--- config.mk ---
export PLATFORM = sky130hd
export DESIGN_NAME = snoi_front
export DESIGN_NICKNAME = d
export VERILOG_FILES = /design/src/design/snoi_pkg.sv /design/src/design/snoi_front.sv
export SDC_FILE = /design/constraint.sdc
export NUM_CORES = 1
export LEC_CHECK = 0
export ABC_CLOCK_PERIOD_IN_PS = 3480
export BUFFER_PORTS_ARGS = -buffer_cell sky130_fd_sc_hd__clkbuf_2
export CAP_MARGIN = 10
export CORE_ASPECT_RATIO = 1.1
export CORE_UTILIZATION = 52
export DETAILED_ROUTE_END_ITERATION = 12
export PLACE_DENSITY = 0.89
export SLEW_MARGIN = 40
export SYNTH_ARGS = -nofsm -noshare
export SYNTH_HDL_FRONTEND = slang
export SYNTH_SLANG_ARGS = --single-unit
--- constraint.sdc ---
create_clock -name clk -period 3.48 [get_ports clk]
set_input_delay 0.696 -clock clk [delete_from_list [all_inputs] [get_ports clk]]
set_output_delay 0.696 -clock clk [all_outputs]
set_load 0.01 [all_outputs]
--- src/design/snoi_pkg.sv ---
// Shared types and constants for the octave simplex noise block.
// Used by snoi_front, snoi_back and the top level; no dependencies.
package snoi_pkg;

  localparam int PERM_ENTRIES = 256;
  localparam int TOTAL_W      = 52;   // weighted octave sum, signed Q32
  localparam int WSUM_W       = 21;   // amplitude sum, Q16
  localparam int OFS_W        = 20;   // corner offsets, signed Q16

  localparam logic signed [19:0] F2_Q20 = 20'sd383805;
  localparam logic signed [18:0] G2_Q20 = 19'sd221590;
  localparam logic signed [19:0] G2_Q16 = 20'sd13849;
  localparam logic signed [7:0]  NOISE_SCALE = 8'sd70;

  typedef enum logic {
    OP_LOAD = 1'b0,
    OP_EVAL = 1'b1
  } op_t;

  typedef struct packed {
    op_t               op;
    logic signed [31:0] x_coord;
    logic signed [31:0] y_coord;
    logic [7:0]         table_index;
    logic [7:0]         table_value;
  } item_t;

  // head of the front queue as seen by the back end
  typedef struct packed {
    logic  valid;
    item_t item;
  } q_head_t;

  typedef enum logic [4:0] {
    ST_IDLE, ST_SCALE, ST_SKEW, ST_CELL, ST_UNSKEW, ST_OFFS, ST_CORN,
    ST_H0, ST_H1, ST_H2, ST_H3,
    ST_CQ, ST_CW, ST_CQ2, ST_CQ4, ST_CN,
    ST_VAL, ST_ACC, ST_DIV, ST_DIVL, ST_OUT
  } back_state_t;

  // gradient dot product; gradients are unit steps so no multiplier
  function automatic logic signed [21:0] grad_dot(input logic [2:0] g,
                                                  input logic signed [19:0] xv,
                                                  input logic signed [19:0] yv);
    logic signed [21:0] xe;
    logic signed [21:0] ye;
    xe = 22'(xv);
    ye = 22'(yv);
    unique case (g)
      3'd0: grad_dot = xe + ye;
      3'd1: grad_dot = ye - xe;
      3'd2: grad_dot = xe - ye;
      3'd3: grad_dot = -xe - ye;
      3'd4: grad_dot = xe;
      3'd5: grad_dot = -xe;
      3'd6: grad_dot = ye;
      3'd7: grad_dot = -ye;
      default: grad_dot = '0;
    endcase
  endfunction

endpackage

--- src/design/snoi_front.sv ---
// Input side: takes stream transfers, decodes the operation and holds
// them in a two-entry queue for the back end. Depends on snoi_pkg.
module snoi_front (
  input  logic                    clk,
  input  logic                    rst,
  input  logic                    s_tvalid,
  output logic                    s_tready,
  input  logic [79:0]             s_tdata,  // x_coord, y_coord, table_index, table_value
  input  logic                    s_tuser,  // operation
  output snoi_pkg::q_head_t       head,
  input  logic                    pop
);
  import snoi_pkg::*;

  item_t      ent [2];
  logic       wp, rp;
  logic [1:0] cnt;
  logic       push;
  item_t      in_item;

  assign s_tready = (cnt != 2'd2);
  assign push     = s_tvalid && s_tready;

  always_comb begin
    in_item.op          = op_t'(s_tuser);
    in_item.x_coord     = s_tdata[31:0];
    in_item.y_coord     = s_tdata[63:32];
    in_item.table_index = s_tdata[71:64];
    in_item.table_value = s_tdata[79:72];
  end

  assign head.valid = (cnt != 2'd0);
  assign head.item  = ent[rp];

  always_ff @(posedge clk) begin
    if (push) begin
      ent[wp] <= in_item;
    end
  end

  always_ff @(posedge clk) begin
    if (rst) begin
      wp  <= 1'b0;
      rp  <= 1'b0;
      cnt <= 2'd0;
    end else begin
      if (push) wp <= !wp;
      if (pop)  rp <= !rp;
      if (push && !pop)      cnt <= cnt + 2'd1;
      else if (pop && !push) cnt <= cnt - 2'd1;
    end
  end

endmodule

==> results.sh, run 1 <==
export IMPL_fin_crit_sh_pct=74.5
export IMPL_die_y_um=116
export IMPL_final_antenna_net_count=0
export IMPL_slowest_delay_ps=580
export IMPL_cts_num_sinks=167
export IMPL_numPortBuffers=167
export IMPL_nets=543
export IMPL_cts_setup_buffers=0
export IMPL_clock_latency_ps=410
export IMPL_root_buffer="clkbuf_16"
export IMPL_dp_cells=588
export IMPL_cap_viol_max_count=0
export IMPL_rsz0062_at_grt="no"
export IMPL_start_util_pct=53.4
export IMPL_synth_ff_type="edfxtp_1"
export IMPL_synthesis_instances=276
export IMPL_max_freq_ghz=0.386
export IMPL_core_um2=11400
export IMPL_syn_to_final_growth_pct=26.0
export IMPL_total_leakage_power_nw=2.92
export IMPL_cts_tree="built"
export IMPL_ctsHoldBuffers=0
export IMPL_ctsResizeCount=0
export IMPL_path_delay_family="flip-flops"
export IMPL_die_w_um=105
export IMPL_hpwl_um=7200
export IMPL_ys_types=19
export IMPL_cp_data_required_time_ps=2780
export IMPL_finClkSkew_ps=6.94
export IMPL_wl_per_cell_um=17.3
export IMPL_grt_overflow=0
export IMPL_drt_total_wl_um=10800
export IMPL_holdPathEnd="ent[1][3]"
export IMPL_synth_edff_count=162
export IMPL_min_path_type="in2reg"
export IMPL_ir_drop_v=0.000433
export IMPL_drtPass1Iterations=4
export IMPL_rr_startpoint="cnt[0]"
export IMPL_ff2ff_setup_slack_ps=1530
export IMPL_ys_ff_latch=167
export IMPL_seq_area_frac_synth_pct=81.3
export IMPL_holdCritStartpoint="s_tdata[75]"
export IMPL_grt_pass1_wl_um=16100
export IMPL_postSynthAreaPerCell_um2=22.1
export IMPL_drc=0
export IMPL_antenna_found_initial=2
export IMPL_synth_area_leaders="edfxtp_1 (80%), mux2_2 (15%), dfxtp_1 (1.6%), buf_6 (1.5%), xor2_1 (0.29%)"
export IMPL_finalSetupViolCount=0
export IMPL_r2r_end="ent[1][20]"
export IMPL_drive_above_1_share_pct=60.6
export IMPL_synth_cell_area_um2=6100
export IMPL_core_rowCount=41
export IMPL_period_minus_slack_ps=2590
export IMPL_cts_path_max_buffers=2
export IMPL_p_per_area_nw_per_um2=649
export IMPL_numCtsBuffers=17
export IMPL_outcome="finished clean"
export IMPL_num_vias=3134
export IMPL_drv_slew=0
export IMPL_crit_slowest_cell="dfxtp_4"
export IMPL_worstRegToRegCells=3
export IMPL_worstMarginPinSlew_ps=660
export IMPL_netlist_area_leader_share_pct=79.7
export IMPL_yosysWarnings=0
export IMPL_yosysMostFrequentCell="edfxtp_1"
export IMPL_path_clk_slew_ps=60
export IMPL_path_buf_inv=2
export IMPL_vias_per_cell=5.04
export IMPL_drt_iter0_drc=135
export IMPL_finalSetupTns_ps=0
export IMPL_synth_nets=362
export IMPL_startpoint_type="register"
export IMPL_cts_htree_levels=4
export IMPL_ios=168
export IMPL_path_cells="buf_12, mux2_2, clkbuf_2"
export IMPL_hold_viol_final=0
export IMPL_synth_top_area_cell="edfxtp_1"
export IMPL_crit_type="reg2out"
export IMPL_hold_depth=1
export IMPL_endpoint_kind="primary output"
export IMPL_final_cells=622
export IMPL_synthArstFlopShare_pct=0
export IMPL_die_area_um2=12200
export IMPL_grt_pass1_vias=3262
export IMPL_power_mw=4.99
export IMPL_crit_fanout=54
export IMPL_fin_util_pct=67.2
export IMPL_gp_congestion=0.730
export IMPL_synth_common_cells="edfxtp_1 (162), mux2_2 (81), buf_6 (8)"
export IMPL_crit_arrival_ps=1900
export IMPL_slew_headroom_pct=56.0
export IMPL_track_usage_pct=18.1
export IMPL_grt_max_degree=55
## placed cells by master (no fill, tap or decap)
master,instances
edfxtp_1,162
o21ai_0,1
and3_4,1
a21bo_2,1
buf_12,2
dfxtp_1,4
nor2_1,3
xnor2_1,1
bufinv_16,3
nand3b_1,1
nand2b_4,1
dfxtp_4,1
clkinv_2,2
clkinvlp_4,2
or3_1,1
clkinv_1,3
mux2_2,81
xor2_1,2
inv_1,1
and2_1,1
clkbuf_16,17
clkinv_4,4
clkbuf_2,167
a21oi_1,2
ha_1,1
or2_2,1
clkbuf_1,2
buf_4,2
diode_2,2
## state kept, by name, indices dropped and copies added (netlist names), named ones only
signal	cells
rp	1
wp	1
ent	162
cnt	2
## report_power, final
group	total [mW]	leakage, nW	switching (mW)	internal, mW
Clock	1.85	0.280	0.725	1.12
Combinational	0.639	1.09	0.346	0.293
Sequential	2.50	1.55	0.0635	2.44
Total	4.99	2.92	1.14	3.85
## cell type report
cell class / count / area [um^2]
antenna: 2 / 5.00
sequential: 167 / 4970
multi-input combinational: 98 / 1040
timing repair buffer: 171 / 891
inverter: 2 / 8.76
tap: 150 / 188
clock buffer: 19 / 433
clock inverter: 13 / 156
fill: 771 / 3750
## layer usage
layer	vias up	part of all wire [%]	wire, um	track usage, %
li1	1465	-	-	-
met1	1536	40	4370	21.2
met2	117	52	5560	30.5
met3	16	6.1	662	6.41
met4	0	1.8	191	7.79
met5	-	0	0	0
## kinds of logic (layout without fill, tap and decap cells)
logic type	count (synthesis)	count (layout)	synth area share (%)
other	0	2	0
AND/OR/NAND/NOR	9	9	0.943
adder cells (fa/ha/maj)	1	1	0.205
multiplexers	81	81	14.9
AO/OA/AOI/OAI	4	4	0.410
buffers and inverters	11	205	1.72
XOR/XNOR	3	3	0.431
flip-flops	167	167	81.3
## worst max-delay path by stage
stage                       endpoint  depth (start not counted)  slack, ps     start
final                       head[74]                          3        890  register
after global routing        head[76]                          3        800  register
after CTS                   head[23]                          3        880  register
after detailed placement  ent[1][26]                          3       1280  s_tvalid
after global placement    ent[1][26]                          3       1330  s_tvalid
after floorplan            ent[1][0]                          1        400  s_tvalid
## metrics by stage
step,instance area (um^2),setup WS [ps],hold slack (ps)
finish,7690,888,471
CTS,7680,876,453
floorplan,6100,398,480
global placement,7090,1330,497
global route,7680,800,456
detailed placement,7090,1280,513
Note: power is estimated with default switching activity, not from simulation.
==> run 2, diff against run 1 <==
Settings changed: ABC_CLOCK_PERIOD_IN_PS 3480 to 2400.
Clock period 3.48 ns to 2.4 ns, I/O delays scaled along.
==> run 2 against run 1 <==
Compared with the run above:
- wire length is 7.5% lower
- register-to-register slack worse by 810 ps
- final area is 0.50% lower
- clock skew is 2.2 ps higher
- clock-buffer cell count stayed put
- setup slack worse by 650 ps
- clock power is 32% higher
- utilization is 0.34 points lower
- die area stayed put
- hold slack worse by 210 ps
- total power is 40% higher
- critical path type unchanged
- highest routed layer unchanged
==> results.sh, run 2 (synthesis gave the netlist of run 1 again) <==
export IMPL_outcome="finished clean"
export IMPL_core_rowCount=41
export IMPL_ctsHoldBuffers=0
export IMPL_finalSetupTns_ps=0
export IMPL_numPortBuffers=167
export IMPL_die_area_um2=12200
export IMPL_slew_headroom_pct=67.4
export IMPL_track_usage_pct=16.8
export IMPL_path_cells="buf_12, mux2_2, clkbuf_2"
export IMPL_cp_data_required_time_ps=1920
export IMPL_period_minus_slack_ps=2160
export IMPL_crit_slowest_cell="mux2_2"
export IMPL_crit_arrival_ps=1680
export IMPL_drive_above_1_share_pct=60.6
export IMPL_ir_drop_v=0.000516
export IMPL_min_path_type="in2reg"
export IMPL_wl_per_cell_um=16.1
export IMPL_numCtsBuffers=17
export IMPL_syn_to_final_growth_pct=25.3
export IMPL_whs_ps=258
export IMPL_cts_setup_buffers=0
export IMPL_grt_pass1_wl_um=15000
export IMPL_ctsResizeCount=0
export IMPL_p_clk_share_pct=34.9
export IMPL_drt_total_wl_um=9980
export IMPL_p_sw_mw=1.61
export IMPL_layout_commonest_cell="clkbuf_2"
export IMPL_top_register="ent"
export IMPL_fin_crit_sh_pct=90.2
export IMPL_cts_num_sinks=167
export IMPL_placed_area_um2=7110
export IMPL_antennaDiodeCount=0
export IMPL_seqPwrFrac_pct=51.5
export IMPL_gp_congestion=0.705
export IMPL_root_buffer="clkbuf_16"
export IMPL_cts_path_max_buffers=2
export IMPL_hold_viol_final=0
export IMPL_reg_top3="ent x162, cnt x2"
export IMPL_path_clk_slew_ps=60
export IMPL_internal_power_mw=5.38
export IMPL_grt_pass1_vias=3118
export IMPL_drv_slew=0
export IMPL_final_antenna_net_count=0
export IMPL_finClkSkew_ps=9.19
export IMPL_crit_type="reg2out"
export IMPL_startpoint_type="register"
export IMPL_ios=168
export IMPL_worstMarginPinSlew_ps=489
export IMPL_fin_area_um2=7650
export IMPL_drc=0
export IMPL_final_cell_mix="clkbuf_2 (167), edfxtp_1 (162), mux2_2 (81)"
export IMPL_die_y_um=116
export IMPL_nets=543
export IMPL_antenna_found_initial=0
export IMPL_switching_share_pct=23.0
export IMPL_start_util_pct=53.4
export IMPL_clock_latency_ps=410
export IMPL_cts_htree_levels=4
export IMPL_slowest_delay_ps=410
export IMPL_grt_overflow=0
export IMPL_max_freq_ghz=0.462
export IMPL_num_vias=3082
export IMPL_fin_util_pct=66.9
export IMPL_drtPass1Iterations=4
export IMPL_grt_max_degree=82
export IMPL_die_w_um=105
export IMPL_vias_per_cell=4.97
export IMPL_n_fill_cell=756
export IMPL_p_per_area_nw_per_um2=914
export IMPL_rsz0062_at_grt="no"
export IMPL_drt_iter0_drc=155
export IMPL_multiInputGateArea_um2=1040
export IMPL_regArea_um2=4970
export IMPL_crit_fanout=81
export IMPL_finalSetupViolCount=0
export IMPL_total_leakage_power_nw=2.90
export IMPL_cap_viol_max_count=0
export IMPL_core_um2=11400
export IMPL_hpwl_um=6380
export IMPL_endpoint_kind="primary output"
export IMPL_cts_tree="built"
export IMPL_combPwrFrac_pct=13.6
export IMPL_largest_reg_flops=162
## run 2: changes by cell type in the layout (fill, tap and decap cells not counted)
cell | before | now
bufinv_16 | 3 | 1
buf_12 | 2 | 3
diode_2 | 2 | 0
clkinv_2 | 2 | 3
buf_4 | 2 | 1
inv_6 | 0 | 1
## run 2: layout make-up
class	count	share of cell area (%)
repair buffers	171	11.8
well taps	150	2.45
multi-input cells	98	13.6
inverters	2	0.147
flip-flops and latches	167	64.9
clock inverters	13	1.41
clock buffers	19	5.66
## run 2: worst paths after layout
kind	start	slack, ps	endpoint	cells past startpoint
setup / recovery	register	240	head[45]	3
hold / removal	s_tdata[21]	260	ent[0][69]	1
setup reg to reg	cnt[0]	720	ent[0][31]	4
hold reg to reg	cnt[1]	540	cnt[1]	2
## run 2: worst max-delay path, delay by kind of cell, from the launching register on
family                 cells  cell delay, ps
buffers and inverters      2             500
multiplexers               1             410
flip-flops                 1             350
## run 2: metrics by stage
step | std cells | total power [mW] | worst slack [ps]
global placement | 588 | 4.58 | 657
floorplan | 276 | 4.23 | 181
finish | 620 | 6.99 | 236
CTS | 620 | 7.07 | 197
global route | 620 | 7.27 | 150
detailed placement | 588 | 4.63 | 649
## run 2: routing by layer
| layer | wire length, um | global-route usage [%] |
|---|---|---|
| met1 | 4100 | 20.0 |
| met5 | 0 | 0 |
| met4 | 107 | 7.42 |
| met3 | 510 | 5.29 |
| met2 | 5260 | 28.5 |
## run 2: power groups by stage
stage	registers [mW]	logic (mW)	clock network, mW
after floorplan	3.65	0.576	0
after global placement	3.64	0.938	0
after detailed placement	3.66	0.961	0
after CTS	3.60	0.966	2.50
after global routing	3.63	1.03	2.61
final	3.60	0.949	2.44
